$ cat src/rtl/assert_macros.svh
// Assertion macros shared by the calendar adjust RTL.
// Depends on nothing; the bodies are empty when SYNTHESIS is defined.
`ifndef ASSERT_MACROS_SVH
`define ASSERT_MACROS_SVH
`ifndef SYNTHESIS
// Checks that cond holds at every clock edge outside reset.
`define ASSERT_ALWAYS(label, clk, rst, cond) \
  label: assert property (@(posedge clk) disable iff (rst) (cond)) \
    else $error("assertion failed");
// Checks that trigger implies cons (cons may start with a fixed delay).
`define ASSERT_IMPLY(label, clk, rst, trigger, cons) \
  label: assert property (@(posedge clk) disable iff (rst) (trigger) |-> cons) \
    else $error("assertion failed");
`else
`define ASSERT_ALWAYS(label, clk, rst, cond)
`define ASSERT_IMPLY(label, clk, rst, trigger, cons)
`endif
`endif

$ cat src/rtl/tzc_pkg.sv
// Shared types, constants and calendar functions for the timezone adjust block.
// Depends on nothing; used by every module of the block.
`default_nettype none
package tzc_pkg;

  localparam logic [4:0] HOUR_MAX      = 5'd23;
  localparam logic signed [5:0] TZ_MAX = 6'sd23;
  localparam logic signed [5:0] TZ_MIN = -6'sd23;
  localparam logic signed [6:0] HOURS_PER_DAY = 7'sd24;
  localparam logic [6:0] YEAR_MOD      = 7'd100;
  localparam logic [6:0] YEAR_LAST     = 7'd99;
  localparam logic [3:0] MONTH_FIRST   = 4'd1;
  localparam logic [3:0] MONTH_LAST    = 4'd12;

  typedef struct packed {
    logic [5:0] seconds;
    logic [5:0] minutes;
    logic [4:0] hour;
    logic [4:0] day;
    logic [3:0] month;
    logic [6:0] year;
  } tzc_rec_t;

  // Within 2000..2099 the century rule never removes a leap year, since
  // 2000 itself is divisible by 400.
  function automatic logic is_leap(input logic [6:0] yr2);
    return (yr2[1:0] == 2'd0);
  endfunction

  function automatic logic [4:0] month_length(input logic [3:0] m, input logic leap);
    logic [4:0] d;
    case (m)
      4'd2:    d = leap ? 5'd29 : 5'd28;
      4'd4:    d = 5'd30;
      4'd6:    d = 5'd30;
      4'd9:    d = 5'd30;
      4'd11:   d = 5'd30;
      default: d = 5'd31;
    endcase
    return d;
  endfunction

endpackage
`default_nettype wire

$ cat src/rtl/timezone_calendar_adjust.sv
// Top level of the timezone calendar adjust block: input and result registers.
// Depends on tzc_pkg, tzc_cfg_reg, tzc_adjust and assert_macros.svh.
//
// Each item taken on start passes the input register and then the result
// register, with done high for exactly one cycle; busy is always low, so an
// item may be started in every cycle and one result leaves per cycle. The
// adjust logic lies between the two registers. The receiver cannot stall: a
// result stays on the outputs until the next one replaces it; done marks its
// arrival. The offset register may be written only when no item is in flight.
`default_nettype none
`include "assert_macros.svh"
module timezone_calendar_adjust
  import tzc_pkg::*;
(
  input  logic       clk,
  input  logic       rst,
  input  logic       cfg_valid,
  input  logic [5:0] cfg_data,
  output logic       cfg_ready,
  input  logic       start,
  output logic       busy,
  input  logic [5:0] in_seconds,
  input  logic [5:0] in_minutes,
  input  logic [4:0] in_hour,
  input  logic [4:0] in_day,
  input  logic [3:0] in_month,
  input  logic [6:0] in_year,
  output logic       done,
  output logic [5:0] out_seconds,
  output logic [5:0] out_minutes,
  output logic [4:0] out_hour,
  output logic [4:0] out_day,
  output logic [3:0] out_month,
  output logic [6:0] out_year
);

  logic signed [5:0] offset;
  logic              stage_valid;
  tzc_rec_t          stage_rec;
  tzc_rec_t          adj_rec;
  tzc_rec_t          result_rec;

  assign busy = 1'b0;

  tzc_cfg_reg u_cfg (
    .clk       (clk),
    .rst       (rst),
    .cfg_valid (cfg_valid),
    .cfg_data  (cfg_data),
    .cfg_ready (cfg_ready),
    .offset    (offset)
  );

  tzc_adjust u_adjust (
    .rec_in  (stage_rec),
    .offset  (offset),
    .rec_out (adj_rec)
  );

  always_ff @(posedge clk) begin
    if (rst) begin
      stage_valid <= 1'b0;
      done        <= 1'b0;
    end else begin
      stage_valid <= start && !busy;
      done        <= stage_valid;
    end
  end

  always_ff @(posedge clk) begin
    if (start && !busy) begin
      stage_rec <= '{seconds: in_seconds, minutes: in_minutes, hour: in_hour,
                     day: in_day, month: in_month, year: in_year};
    end
    if (stage_valid) begin
      result_rec <= adj_rec;
    end
  end

  assign out_seconds = result_rec.seconds;
  assign out_minutes = result_rec.minutes;
  assign out_hour    = result_rec.hour;
  assign out_day     = result_rec.day;
  assign out_month   = result_rec.month;
  assign out_year    = result_rec.year;

  `ASSERT_IMPLY(a_start_to_done, clk, rst, start && !busy, ##2 done)
  `ASSERT_IMPLY(a_hour_range, clk, rst, done, (out_hour <= HOUR_MAX))
  `ASSERT_IMPLY(a_month_range, clk, rst, done, (out_month >= MONTH_FIRST) && (out_month <= MONTH_LAST))
  `ASSERT_IMPLY(a_year_range, clk, rst, done, (out_year <= YEAR_LAST))

endmodule
`default_nettype wire

$ cat src/rtl/tzc_cfg_reg.sv
// Offset configuration register; clamps the written value to -23..23.
// Depends on tzc_pkg and assert_macros.svh.
`default_nettype none
`include "assert_macros.svh"
module tzc_cfg_reg
  import tzc_pkg::*;
(
  input  logic              clk,
  input  logic              rst,
  input  logic              cfg_valid,
  input  logic        [5:0] cfg_data,
  output logic              cfg_ready,
  output logic signed [5:0] offset
);

  logic signed [5:0] wr_value;
  logic signed [5:0] offset_next;

  assign cfg_ready = 1'b1;
  assign wr_value  = $signed(cfg_data);

  always_comb begin
    if (wr_value > TZ_MAX) begin
      offset_next = TZ_MAX;
    end else if (wr_value < TZ_MIN) begin
      offset_next = TZ_MIN;
    end else begin
      offset_next = wr_value;
    end
  end

  always_ff @(posedge clk) begin
    if (rst) begin
      offset <= '0;
    end else if (cfg_valid && cfg_ready) begin
      offset <= offset_next;
    end
  end

  `ASSERT_ALWAYS(a_offset_range, clk, rst, (offset <= TZ_MAX) && (offset >= TZ_MIN))

endmodule
`default_nettype wire

$ cat src/rtl/tzc_adjust.sv
// Combinational hour offset with one day carry or borrow through the calendar.
// Depends on tzc_pkg for the record type and month lengths.
`default_nettype none
module tzc_adjust
  import tzc_pkg::*;
(
  input  tzc_rec_t          rec_in,
  input  logic signed [5:0] offset,
  output tzc_rec_t          rec_out
);

  logic [4:0]        hour_c;
  logic [3:0]        month_c;
  logic [6:0]        year_c;
  logic signed [6:0] sum;
  logic              carry;
  logic              borrow;
  logic [5:0]        day_inc;
  logic [4:0]        dim_cur;
  logic [3:0]        month_prev;
  logic [6:0]        year_prev;
  logic [4:0]        dim_prev;
  logic signed [6:0] hour_adj;

  // Out-of-range hour and month are clamped and years above 99 wrap before use.
  assign hour_c  = (rec_in.hour > HOUR_MAX) ? HOUR_MAX : rec_in.hour;
  assign month_c = (rec_in.month < MONTH_FIRST) ? MONTH_FIRST :
                   (rec_in.month > MONTH_LAST) ? MONTH_LAST : rec_in.month;
  assign year_c  = (rec_in.year >= YEAR_MOD) ? (rec_in.year - YEAR_MOD) : rec_in.year;

  assign sum    = $signed({2'b00, hour_c}) + 7'(offset);
  assign carry  = (sum >= HOURS_PER_DAY);
  assign borrow = (sum < 7'sd0);

  assign day_inc    = {1'b0, rec_in.day} + 6'd1;
  assign dim_cur    = month_length(month_c, is_leap(year_c));
  assign month_prev = (month_c == MONTH_FIRST) ? MONTH_LAST : (month_c - 4'd1);
  assign year_prev  = (month_c != MONTH_FIRST) ? year_c :
                      (year_c == 7'd0) ? YEAR_LAST : (year_c - 7'd1);
  assign dim_prev   = month_length(month_prev, is_leap(year_prev));

  always_comb begin
    rec_out.seconds = rec_in.seconds;
    rec_out.minutes = rec_in.minutes;
    rec_out.day     = rec_in.day;
    rec_out.month   = month_c;
    rec_out.year    = year_c;
    hour_adj        = sum;
    if (carry) begin
      hour_adj = sum - HOURS_PER_DAY;
      if (day_inc > {1'b0, dim_cur}) begin
        rec_out.day = 5'd1;
        if (month_c == MONTH_LAST) begin
          rec_out.month = MONTH_FIRST;
          rec_out.year  = (year_c == YEAR_LAST) ? 7'd0 : (year_c + 7'd1);
        end else begin
          rec_out.month = month_c + 4'd1;
        end
      end else begin
        rec_out.day = day_inc[4:0];
      end
    end else if (borrow) begin
      hour_adj = sum + HOURS_PER_DAY;
      if (rec_in.day <= 5'd1) begin
        rec_out.day   = dim_prev;
        rec_out.month = month_prev;
        rec_out.year  = year_prev;
      end else begin
        rec_out.day = rec_in.day - 5'd1;
      end
    end
    rec_out.hour = hour_adj[4:0];
  end

endmodule
`default_nettype wire

$ cat config.mk
export PLATFORM = sky130hd
export DESIGN_NAME = timezone_calendar_adjust
export DESIGN_NICKNAME = d
export VERILOG_FILES = /design/src/rtl/tzc_pkg.sv /design/src/rtl/timezone_calendar_adjust.sv /design/src/rtl/tzc_cfg_reg.sv /design/src/rtl/tzc_adjust.sv
export VERILOG_INCLUDE_DIRS = /design/src /design/src/rtl
export SDC_FILE = /design/constraint.sdc
export NUM_CORES = 1
export LEC_CHECK = 0
export BUFFER_PORTS_ARGS = -buffer_cell sky130_fd_sc_hd__buf_2
export CORE_UTILIZATION = 56
export CTS_CLUSTER_DIAMETER = 100
export CTS_CLUSTER_SIZE = 28
export DETAILED_ROUTE_END_ITERATION = 7
export GPL_TIMING_DRIVEN = 0
export PLACE_DENSITY = 0.87
export SETUP_SLACK_MARGIN = 0.2
export SYNTH_ARGS = -nofsm -noshare
export SYNTH_HDL_FRONTEND = slang
export SYNTH_SLANG_ARGS = --single-unit
$ cat constraint.sdc
create_clock -name clk -period 3.85 [get_ports clk]
set_input_delay 0.385 -clock clk [delete_from_list [all_inputs] [get_ports clk]]
set_output_delay 0.385 -clock clk [all_outputs]
set_load 0.02 [all_outputs]
; ---- Word-level counts from Yosys, hierarchy flattened
; Index checks and enable logic that the tools add are counted.
[word_totals]
reg_bits = 74
out_inout_bits = 36
wordCells = 78
inputBits = 43
[classes]
addsub = 10
magnitude_cmp = 10
n_reduce_logical = 5
n_mux = 24
eq_ne = 14
[op_table]
columns = op, n
row1 = $mux W7, 5
row2 = $mux W16, 2
row3 = $mux W5, 5
row4 = $mux W11, 2
row5 = $eq A4 B4 Y1 const B, 5
row6 = $pmux W5 S2, 2
row7 = $eq A4 B3 Y1 const B, 4
row8 = $mux W4, 4
row9 = $mux W6, 2
row10 = $eq A4 B2 Y1 const B, 2
row11 = $reduce_or A4 Y1, 2
row12 = $add A6 B6 Y7, 1
row13 = $add A7 B1 Y7 const B, 1
row14 = $eq A7 B7 Y1 const B, 1
row15 = $ge A7 B6 Y1 const B, 1
row16 = $ge A7 B7 Y1 const B, 1
row17 = $logic_not A7 Y1, 1
row18 = $lt A7 B1 Y1 const B, 1
row19 = $sub A7 B1 Y7 const B, 1
row20 = $sub A7 B7 Y7 const B, 1
row21 = $add A5 B1 Y6 const B, 1
row22 = $gt A6 B5 Y1, 1
row23 = $gt A6 B6 Y1 const B, 1
row24 = $lt A6 B6 Y1 const B, 1
row25 = 13 further kinds, 15

; ---- Logic depth before layout (Yosys ltp)
; Gate-level depths: netlist of run 1.
[logic_depth]
depth_word = 11
ltp_mapped = 18
depth_no_buf = 16

; ---- Cells and area by module
; A second synthesis of run 1 with hierarchy kept.
[hier_totals]
cells_unflattened = 383
area_unflattened_um2 = 4346.7
[modules_own_cells]
columns = mod, area_each_um2, n_inst, cells_each
row1 = timezone_calendar_adjust, 2045.7, 1, 72
row2 = tzc_adjust, 1979.4, 1, 278
row3 = tzc_cfg_reg, 321.6, 1, 33

; ---- Least setup slack after synthesis of run 1
; No wires, ideal clock.
[synth_timing]
path_kind = reg2reg
startpoint = reg stage_rec[9] (netlist name)
endpoint = reg result_rec, in the netlist out_year[6] (data pin)
required_time_ns = 3.584
n_path_buf = 2
slack_ns = 0.284
setup_ns = 0.266
t_arrival_ns = 3.300
stages_incl_launch_ff = 18
path_cell_list = edfxtp_1 clkbuf_1 nor2_1 nor2_1 o2bb2ai_1 inv_1 ha_1 o21ai_0 o21ai_0 o21ai_0 ha_1 and3_1 a221o_1 buf_6 nor2_8 nand2_1 o41ai_2 o22ai_1
[synth_lines]
columns = item, line_no
row1 = start: declaration, timezone_calendar_adjust.sv:39  ; tzc_rec_t stage_rec;
row2 = start signal: assignment, timezone_calendar_adjust.sv:72  ; stage_rec <= '{seconds: in_seconds, minutes: in_minutes, hour: in_hour,
row3 = end signal: assignment, timezone_calendar_adjust.sv:76  ; result_rec <= adj_rec;
row4 = end: declaration, timezone_calendar_adjust.sv:41  ; tzc_rec_t result_rec;

==> flow_metrics.py, run 1 <==
metrics = {
    "global_route": {
        "use_met3_pct": 5.21,
        "antenna_found_initial": 0,
        "grt_pass1_wl_um": 13000,
        "busiest_layer": "met2",
        "grt_overflow": 0,
        "grt.met2_usage_pct": 36.9,
        "grt_use_total_pct": 22.4,
        "first_global_vias": 2961,
        "met1_usage_pct": 27.1,
        "grt_max_degree": 35,
    },
    "floorplan": {
        "start_util_pct": 58.9,
        "die_w_um": 87.5,
        "fp-row-count": 30,
        "dieHeight_um": 87.5,
        "placeableCoreArea_mm2": 0.00694,
        "ios": 79,
        "die-area_mm2": 0.00765,
    },
    "timing": {
        "maxSlewViolCount": 0,
        "min_period_ps": 3500,
        "slew_headroom_pct": 41.7,
        "skew_ps": 9.20,
        "hold_violations": 0,
        "rsz0062_at_grt": "no",
        "setup_viol": 0,
        "period_share_pct": 90.9,
        "holdWs_ps": 197,
        "tightest_slew_ps": 873,
        "max_freq_mhz": 286,
    },
    "final_layout": {
        "layout_commonest_cell": "buf_2",
        "final_cell_mix": "78 x buf_2, 66 x edfxtp_1, 32 x nor2_1",
        "final_cell_area_mm2": 0.00488,
        "syn2layout_area_growth_pct": 19.1,
        "antenna_cells": 0,
        "fillers": 534,
        "fin_nets": 526,
        "drive_above_1_share_pct": 27.6,
    },
    "yosys": {
        "syn_area_per_cell_um2": 11.2,
        "synth_seq_area_share_pct": 52.3,
        "synth-simple-area-share_pct": 15.7,
        "synth.distinct_cells": 65,
        "synth_ff_type": "edfxtp_1",
        "synth_fa_ha_area_share_pct": 7.52,
        "synth_compound_area_share_pct": 17.3,
        "synth_warnings": 0,
        "synth_top_family_by_area": "compound AO/OA/AOI/OAI gates",
        "synth-seq-cells": 74,
        "synthesis.area_mm2": 0.00409,
        "synth_fp_nets": 434,
        "synthArstFlopShare_pct": 0,
        "synth_cells": 367,
        "synthMuxAreaShare_pct": 0.795,
        "synth_xor_area_share_pct": 2.57,
        "synth-edff-count": 66,
    },
    "routing": {
        "drtPass1Iterations": 6,
        "antenna_left": 0,
        "vias": 3308,
        "drc": 0,
        "routed_wirelength_um": 8420,
        "viasPerCell": 5.91,
        "drt-initial-drc-count": 302,
        "wl_per_cell_um": 15.0,
    },
    "power": {
        "power.leakage_uw": 0.00197,
        "peakVddDrop_v": 0.000338,
        "pwr-share-seq_pct": 48.2,
        "p_per_area_mw_per_mm2": 428,
        "switchingPower_uw": 675,
        "switching_share_pct": 32.4,
        "p_int_uw": 1410,
        "power_frac_clock_pct": 27.3,
        "combPwrFrac_pct": 24.5,
    },
    "place": {
        "gp_congestion": 0.899,
        "dpl.hpwl_um": 5820,
        "portBuffers": 75,
        "dpl_cell_area_mm2": 0.00459,
    },
    "flow_run": {
        "max_cap_viol_count": 0,
    },
    "clock_tree": {
        "clkSinkCount": 74,
        "clock_latency_ps": 360,
        "ctsHtreeMaxLevel": 3,
        "cts_tree": "built",
        "cts_root_buf": "clkbuf_8",
        "clk_path_buf_depth": 2,
        "clkTransAtPathRegs_ps": 90,
        "numCtsBuffers": 9,
        "hold_buffers": 0,
    },
    "critical_path": {
        "cp_max_fo": 10,
        "startpoint_type": "flip-flop",
        "worstPathArrival_ps": 3610,
        "cp-end-kind": "flip-flop",
        "cp.required_ps": 3960,
        "crit_type": "flip-flop to flip-flop",
    },
    "min_path": {
        "hp-class": "primary input to flip-flop",
    },
    "outcome": {
        "status": "complete, no violations",
    },
}
[power by group through the flow]
stage | Sequential, uW | Combinational (uW) | Clock, uW
6_report | 1010 | 510 | 569
5_1_grt | 1010 | 559 | 601
4_1_cts | 1010 | 491 | 574
3_5_place_dp | 1020 | 477 | 0
3_3_place_gp | 1020 | 461 | 0
2_1_floorplan | 1060 | 305 | 0
[synth_stat cells, drive strengths merged, types with 2 or more instances]
| cell type | instances | area (um^2) |
|---|---|---|
| o2111ai | 3 | 26.3 |
| o32ai | 3 | 26.3 |
| o21ai | 20 | 104 |
| nor2 | 34 | 146 |
| or4 | 2 | 15.0 |
| edfxtp | 66 | 1980 |
| a21boi | 2 | 15.0 |
| a21oi | 27 | 143 |
| mux2i | 2 | 32.5 |
| xor2 | 7 | 61.3 |
| inv | 18 | 67.6 |
| o211ai | 2 | 15.0 |
| o31a | 3 | 26.3 |
| clkbuf | 6 | 22.5 |
| dfxtp | 8 | 160 |
| nand3 | 13 | 77.6 |
| nor2b | 8 | 50.1 |
| nor4 | 2 | 12.5 |
| nand2 | 16 | 60.1 |
| and2 | 5 | 31.3 |
| a31o | 2 | 17.5 |
| nand4 | 4 | 25.0 |
| a311oi | 5 | 43.8 |
| buf | 8 | 56.3 |
| and3 | 6 | 37.5 |
| a31oi | 5 | 46.3 |
| xnor2 | 5 | 43.8 |
| o31ai | 3 | 22.5 |
| or3 | 3 | 18.8 |
| a211oi | 8 | 70.1 |
| a21o | 3 | 22.5 |
| nand2b | 8 | 50.1 |
| ha | 23 | 288 |
| conb | 2 | 7.51 |
| nor3 | 17 | 96.4 |
| a22o | 2 | 17.5 |
[registers in the layout (all words and copies together) (netlist names)]
signal and cells:
done 1, out_day 5, out_hour 5, out_minutes 6, out_month 4, out_seconds 6
out_year 7, stage_rec 33, stage_valid 1, u_cfg.offset 6
[logic make-up (layout without fill, tap and decap cells)]
logic type / count (synthesis) / after routing
AND/OR/NAND/NOR: 121 / 122
multiplexers: 2 / 2
adder cells (fa/ha/maj): 24 / 24
XOR/XNOR: 12 / 12
AO/OA/AOI/OAI: 100 / 100
buffers and inverters: 32 / 128
flip-flops: 74 / 74
other: 2 / 2
[worst max-delay path, cell delays in order, from the launching register on]
cell and delay [ps]:
edfxtp_1 420, clkbuf_2 250, a21boi_4 250, ha_2 250, inv_1 70, nor3_1 240, ha_1 320, nor3b_2 160
o311ai_0 350, a221o_1 220, buf_6 180, nor2_8 50, and2_1 180, a31oi_1 180, o22ai_1 100
[metrics by stage]
stage	worst slack (ps)	power, uW	setup TNS (ps)	std cells	util, %
after floorplan	284	1360	0	367	-
final	350	2090	0	560	70.2
after global placement	-112	1480	-193	538	66.1
after CTS	219	2070	0	557	69.4
after detailed placement	-273	1500	-1130	538	66.1
after global routing	126	2170	0	560	70.2
[per-layer routing]
layer	up-vias	part of all wire [%]
met4	0	2.4
met2	178	48
met3	28	8.7
li1	1572	-
met5	-	0
met1	1530	40
[final timing paths]
path | startpoint | endpoint | slack, ps | cells after the start
worst min register to register | stage_rec[21] | out_minutes[0] | 420 | 0
worst max register to register | stage_rec[10] | out_year[6] | 350 | 14
worst min-delay path | in_hour[4] | stage_rec[20] | 200 | 1
worst max-delay path | stage_rec[10] | out_year[6] | 350 | 14
[timing repair]
action                                  4_1_cts  5_1_grt
buffers inserted                              3        2
endpoints found under the setup margin       15       12
gates resized for setup                       8       10
gates cloned                                  0        1
pin swaps                                     2        5
[final cells by class]
class,count,area (um^2),share of cell area (%)
clock buffers,9,124,2.54
inverters,18,67.6,1.39
repair buffers,80,413,8.47
clock inverters,7,58.8,1.21
plain buffers,14,87.6,1.80
multi-input cells,262,1860,38.2
well taps,96,120,2.46
flip-flops and latches,74,2140,44.0
No activity file was read; power rests on OpenSTA's default activity.
==> inputs of run 2 (changes only) <==
--- a/config.mk
+++ b/config.mk
@@ -6,13 +6,13 @@
 export SDC_FILE = /design/constraint.sdc
 export NUM_CORES = 1
 export LEC_CHECK = 0
-export BUFFER_PORTS_ARGS = -buffer_cell sky130_fd_sc_hd__buf_2
-export CORE_UTILIZATION = 56
+export CORE_UTILIZATION = 64
 export CTS_CLUSTER_DIAMETER = 100
 export CTS_CLUSTER_SIZE = 28
 export DETAILED_ROUTE_END_ITERATION = 7
+export DONT_BUFFER_PORTS = 1
 export GPL_TIMING_DRIVEN = 0
-export PLACE_DENSITY = 0.87
+export PLACE_DENSITY = 0.86
 export SETUP_SLACK_MARGIN = 0.2
 export SYNTH_ARGS = -nofsm -noshare
 export SYNTH_HDL_FRONTEND = slang
==> constraint.sdc (replaced) <==
create_clock -name clk -period 3.85 [get_ports clk]
set_input_delay 0.385 -clock clk [delete_from_list [all_inputs] [get_ports clk]]
set_output_delay 0.385 -clock clk [all_outputs]
set_load 0.01 [all_outputs]
==> run 2 against run 1 <==
Via count is 10% lower. Global-route usage grew 4.8 points. Sequential share of layout area is 3.1 points higher. Register-to-register slack worse by 30 ps. Design area is 6.5% lower. Utilization is 5.0 points higher. Combinational power decreased by 16%. Hold slack lost 86 ps. Clock skew increased by 1.1 ps. Clock power up 21%. Highest routed layer unchanged.
==> flow_metrics.py, run 2 (synthesized netlist as in run 1, its figures left out) <==
metrics = {
    "routing": {
        "drc": 0,
        "viasPerCell": 6.33,
        "vias": 2962,
        "wl_per_cell_um": 18.3,
        "drt-initial-drc-count": 164,
        "antenna_left": 0,
        "drtPass1Iterations": 4,
        "routed_wirelength_um": 8550,
    },
    "min_path": {
        "hp-class": "primary input to flip-flop",
    },
    "flow_run": {
        "max_cap_viol_count": 0,
    },
    "global_route": {
        "grt_pass1_wl_um": 13300,
        "grt_use_total_pct": 27.2,
        "antenna_found_initial": 0,
        "grt_overflow": 0,
        "first_global_vias": 2770,
        "grt_max_degree": 35,
    },
    "timing": {
        "max_freq_mhz": 283,
        "setup_viol": 0,
        "rsz0062_at_grt": "no",
        "min_period_ps": 3530,
        "fin_ws_ps": 322,
        "maxSlewViolCount": 0,
        "skew_ps": 10.3,
        "slew_headroom_pct": 43.9,
        "period_share_pct": 91.6,
        "hold_violations": 0,
        "tightest_slew_ps": 839,
        "holdWs_ps": 111,
    },
    "critical_path": {
        "crit_slowest_cell": "edfxtp_1",
        "worst_path_largest_cell_delay_ps": 420,
        "cp-end-kind": "flip-flop",
        "crit_type": "flip-flop to flip-flop",
        "cp_top_family": "compound AO/OA/AOI/OAI gates",
        "cpMostUsedCell": "o21ai_1",
        "cp.required_ps": 3960,
        "path_cells": "buf_6 -> nor2_2 -> nor2_2 -> o2bb2ai_4 -> inv_2 -> ha_2 -> o21ai_1 -> o21ai_1 -> o21ai_1 -> ha_2 -> and3_1 -> a221o_1 -> buf_6 -> nor2_8 -> nand2_1 -> o41ai_2 -> o22ai_1",
        "startpoint_type": "flip-flop",
        "cp_max_fo": 8,
        "path_buf_inv": 3,
        "worstPathArrival_ps": 3640,
    },
    "clock_tree": {
        "ctsHtreeMaxLevel": 3,
        "numCtsBuffers": 9,
        "hold_buffers": 0,
        "cts_tree": "built",
        "clock_latency_ps": 360,
        "clk_path_buf_depth": 2,
        "clkTransAtPathRegs_ps": 90,
        "clkSinkCount": 74,
        "cts_root_buf": "clkbuf_8",
    },
    "place": {
        "gp_congestion": 0.895,
        "dpl_worst_slack_ps": -312,
        "dpl.hpwl_um": 5730,
        "portBuffers": 0,
        "dp.cells": 442,
    },
    "power": {
        "power.leakage_uw": 0.00170,
        "p_per_area_mw_per_mm2": 470,
        "power_uw": 2140,
        "peakVddDrop_v": 0.000353,
    },
    "final_layout": {
        "finalNonFillerCells": 468,
        "largestRegisters": "stage_rec (33), out_year (7)",
        "multi_input_area_mm2": 0.00186,
        "fin_util_pct": 75.2,
        "regArea_mm2": 0.00214,
        "regMostFlops": "stage_rec",
        "largest_reg_flops": 33,
        "final_cell_mix": "66 x edfxtp_1, 30 x nor2_1, 25 x a21oi_1",
        "drive_above_1_share_pct": 15.3,
        "fillers": 406,
        "syn2layout_area_growth_pct": 11.3,
        "antenna_cells": 0,
        "fin_nets": 455,
        "layout_commonest_cell": "edfxtp_1",
    },
    "floorplan": {
        "die_w_um": 82.0,
        "dieHeight_um": 82.0,
        "die-area_mm2": 0.00672,
        "fp-row-count": 28,
        "start_util_pct": 67.5,
        "placeableCoreArea_mm2": 0.00606,
        "ios": 79,
    },
    "outcome": {
        "status": "complete, no violations",
    },
}
-- run 2: cell count changes in the layout (fill, tap and decap cells not counted), moves of 2 or more --
cell and change:
buf_2 -74, buf_4 +5, bufinv_16 +2, clkinvlp_4 +3, nor2_1 -2, nor2_2 +2
o21ai_1 +2, o21ai_2 -2
-- run 2: per-stage QoR --
stage	cell area, um^2	setup TNS, ps
after floorplan	4090	0
after global placement	4190	-442
after detailed placement	4190	-1300
after CTS	4480	0
after global routing	4560	0
final	4560	0
-- run 2: metal layers --
metal / global-route usage, % / part of all wire [%]
met2: 43.1 / 48
met4: 14.4 / 2.9
met1: 33.1 / 42
met3: 8.56 / 7.7
met5: 0 / 0
-- run 2: what timing repair did --
| item | in CTS | in global routing |
|---|---|---|
| pin swaps | 2 | 7 |
| endpoints found under the setup margin | 15 | 10 |
| buffers inserted | 5 | 5 |
| resized for setup | 8 | 16 |
-- run 2: final cells by class --
type | instances | share of cell area, %
plain buffers | 14 | 1.92
clock buffers | 9 | 2.72
clock inverters | 7 | 2.20
inverters | 18 | 1.57
multi-input cells | 261 | 40.9
flip-flops and latches | 74 | 47.0
well taps | 75 | 2.06
repair buffers | 10 | 1.65
-- run 2: final timing paths --
check                start  slack [ps]  cells after the start              to
min reg2reg  stage_rec[21]         410                      0  out_minutes[0]
max           stage_rec[9]         320                     17     out_year[6]
min             in_year[6]         110                      0    stage_rec[6]
max reg2reg   stage_rec[9]         320                     17     out_year[6]
-- run 2: power breakdown --
part           leakage [uW]  internal, uW  switching (uW)
sequential         0.000698           967            62.8
combinational      0.000899           174             253
clock              0.000102           369             317
total               0.00170          1510             632
==> inputs of run 3 (changes only) <==
--- a/config.mk
+++ b/config.mk
@@ -6,6 +6,7 @@
 export SDC_FILE = /design/constraint.sdc
 export NUM_CORES = 1
 export LEC_CHECK = 0
+export CORE_ASPECT_RATIO = 0.6
 export CORE_UTILIZATION = 64
 export CTS_CLUSTER_DIAMETER = 100
 export CTS_CLUSTER_SIZE = 28
==> run 3 against run 2 <==
Wire length shrank 5.2%. Flip-flop and latch count is the same. Fmax shrank 0.67%. First-iteration DRC count grew 50%. Utilization shrank 2.0 points. Sequential power is essentially flat.
==> flow_metrics.py, run 3 (synthesized netlist as in run 1, its figures left out) <==
metrics = {
    "flow_run": {
        "max_cap_viol_count": 0,
    },
    "power": {
        "power.leakage_uw": 0.00168,
        "peakVddDrop_v": 0.000304,
        "p_per_area_mw_per_mm2": 442,
    },
    "timing": {
        "min_period_ps": 3550,
        "max_freq_mhz": 282,
        "skew_ps": 10.5,
        "rsz0062_at_grt": "yes",
        "period_share_pct": 92.3,
        "setup_viol": 0,
        "maxSlewViolCount": 0,
        "tightest_slew_ps": 799,
        "slew_headroom_pct": 46.7,
        "hold_violations": 0,
        "holdWs_ps": 112,
    },
    "final_layout": {
        "layout_commonest_cell": "edfxtp_1",
        "regMostFlops": "stage_rec",
        "antenna_cells": 0,
        "fin_nets": 451,
        "syn2layout_area_growth_pct": 9.72,
        "largestRegisters": "stage_rec (33), out_year (7)",
        "drive_above_1_share_pct": 14.1,
        "largest_reg_flops": 33,
        "final_cell_mix": "66 x edfxtp_1, 31 x nor2_1, 25 x a21oi_1",
        "fin_util_pct": 73.2,
    },
    "floorplan": {
        "dieHeight_um": 63.9,
        "die_w_um": 105,
        "ios": 79,
        "die-area_mm2": 0.00673,
        "fp-row-count": 22,
        "placeableCoreArea_mm2": 0.00614,
        "start_util_pct": 66.7,
    },
    "critical_path": {
        "crit_type": "flip-flop to flip-flop",
        "cp-end-kind": "flip-flop",
        "path_buf_inv": 3,
        "crit_cells": 17,
        "path_cells": "buf_6 -> nor2_2 -> nor2_1 -> o2bb2ai_2 -> inv_2 -> ha_2 -> o21ai_0 -> o21ai_0 -> o21ai_1 -> ha_2 -> and3_1 -> a221o_1 -> buf_6 -> nor2_8 -> nand2_1 -> o41ai_2 -> o22ai_1",
        "worstPathArrival_ps": 3660,
        "cp_max_fo": 10,
        "worst_path_largest_cell_delay_ps": 430,
        "startpoint_type": "flip-flop",
        "reg2reg_slack_ps": 300,
        "cp.required_ps": 3960,
        "cp_top_family": "compound AO/OA/AOI/OAI gates",
        "crit_slowest_cell": "edfxtp_1",
        "ff2ff_path_depth": 17,
    },
    "routing": {
        "drtPass1Iterations": 4,
        "routed_wirelength_um": 8100,
        "vias": 2999,
        "viasPerCell": 6.34,
        "wl_per_cell_um": 17.1,
        "antenna_left": 0,
        "drc": 0,
        "drt-initial-drc-count": 246,
    },
    "global_route": {
        "grt_max_degree": 35,
        "grt_overflow": 0,
        "first_global_vias": 2719,
        "grt.met2_usage_pct": 36.1,
        "antenna_found_initial": 0,
        "grt_pass1_wl_um": 13300,
        "grt_use_total_pct": 26.2,
        "use_met3_pct": 12.2,
        "met1_usage_pct": 37.1,
        "busiest_layer": "met1",
    },
    "place": {
        "dpl.hpwl_um": 5830,
        "portBuffers": 0,
        "gp_congestion": 0.925,
    },
    "min_path": {
        "hp-class": "primary input to flip-flop",
        "hold_depth": 0,
    },
    "clock_tree": {
        "clkTransAtPathRegs_ps": 80,
        "clock_latency_ps": 360,
        "cts_tree": "built",
        "ctsHtreeMaxLevel": 3,
        "hold_buffers": 0,
        "clk_path_buf_depth": 2,
        "numCtsBuffers": 9,
        "cts_root_buf": "clkbuf_8",
        "clkSinkCount": 74,
    },
    "outcome": {
        "status": "complete, no violations",
    },
}
[run 3: cell count changes in the layout (fill, tap and decap cells not counted), moves of 2 or more]
cell	delta
buf_4	-5
bufinv_16	-2
clkinv_4	+2
clkinvlp_4	-2
[run 3: path summary, 6_finish.rpt]
| check | startpoint | end |
|---|---|---|
| worst max register to register | stage_rec[9] | out_year[6] |
| worst max-delay path | stage_rec[9] | out_year[6] |
| worst min register to register | stage_rec[27] | out_seconds[0] |
| worst min-delay path | in_year[0] | stage_rec[0] |
[run 3: report_power, final]
group          internal, uW  switching (uW)  total [uW]
combinational           166             247         412
clock                   240             303         543
sequential              967            61.6        1030
[run 3: what timing repair did]
action | in CTS | in global routing
pin swaps | 1 | 5
gates cloned | 0 | 0
endpoints found under the setup margin | 13 | 12
gates resized for setup | 5 | 17
buffers inserted | 4 | 2
[run 3: metrics by stage]
step | area [um^2] | setup WS, ps | setup TNS (ps) | cells | power (uW)
finish | 4490 | 298 | 0 | 473 | 1980
global route | 4490 | 167 | 0 | 473 | 2080
CTS | 4420 | 220 | 0 | 471 | 1980
detailed placement | 4200 | -168 | -368 | 451 | 1430
global placement | 4200 | -8.52 | -8.52 | 451 | 1410
floorplan | 4090 | 284 | 0 | 367 | 1340
[run 3: layout make-up]
cell class                 instances  area, um^2
sequential                        74        2140
multi-input combinational        261        1850
tap                               84         105
fill                             417        1650
inverter                          18        67.6
clock inverter                     6        50.0
buffer                            14        87.6
clock buffer                      10         128
timing repair buffer               6        57.6
[run 3: worst reg2reg max path, cell delays in order, from the launching register on]
cell and delay (ps):
edfxtp_1 430, buf_6 170, nor2_2 130, nor2_1 70, o2bb2ai_2 220, inv_2 90
ha_2 210, o21ai_0 150, o21ai_0 100, o21ai_1 160, ha_2 290, and3_1 160
a221o_1 350, buf_6 160, nor2_8 130, nand2_1 90, o41ai_2 290, o22ai_1 120
[run 3: routing by layer]
layer  share of wire [%]  up-vias  routed length, um
li1                    -     1425                  -
met5                   0        -                  0
met2                  42      163               3370
met1                  45     1399               3650
met4                0.96        0                 78
met3                  12       12               1000
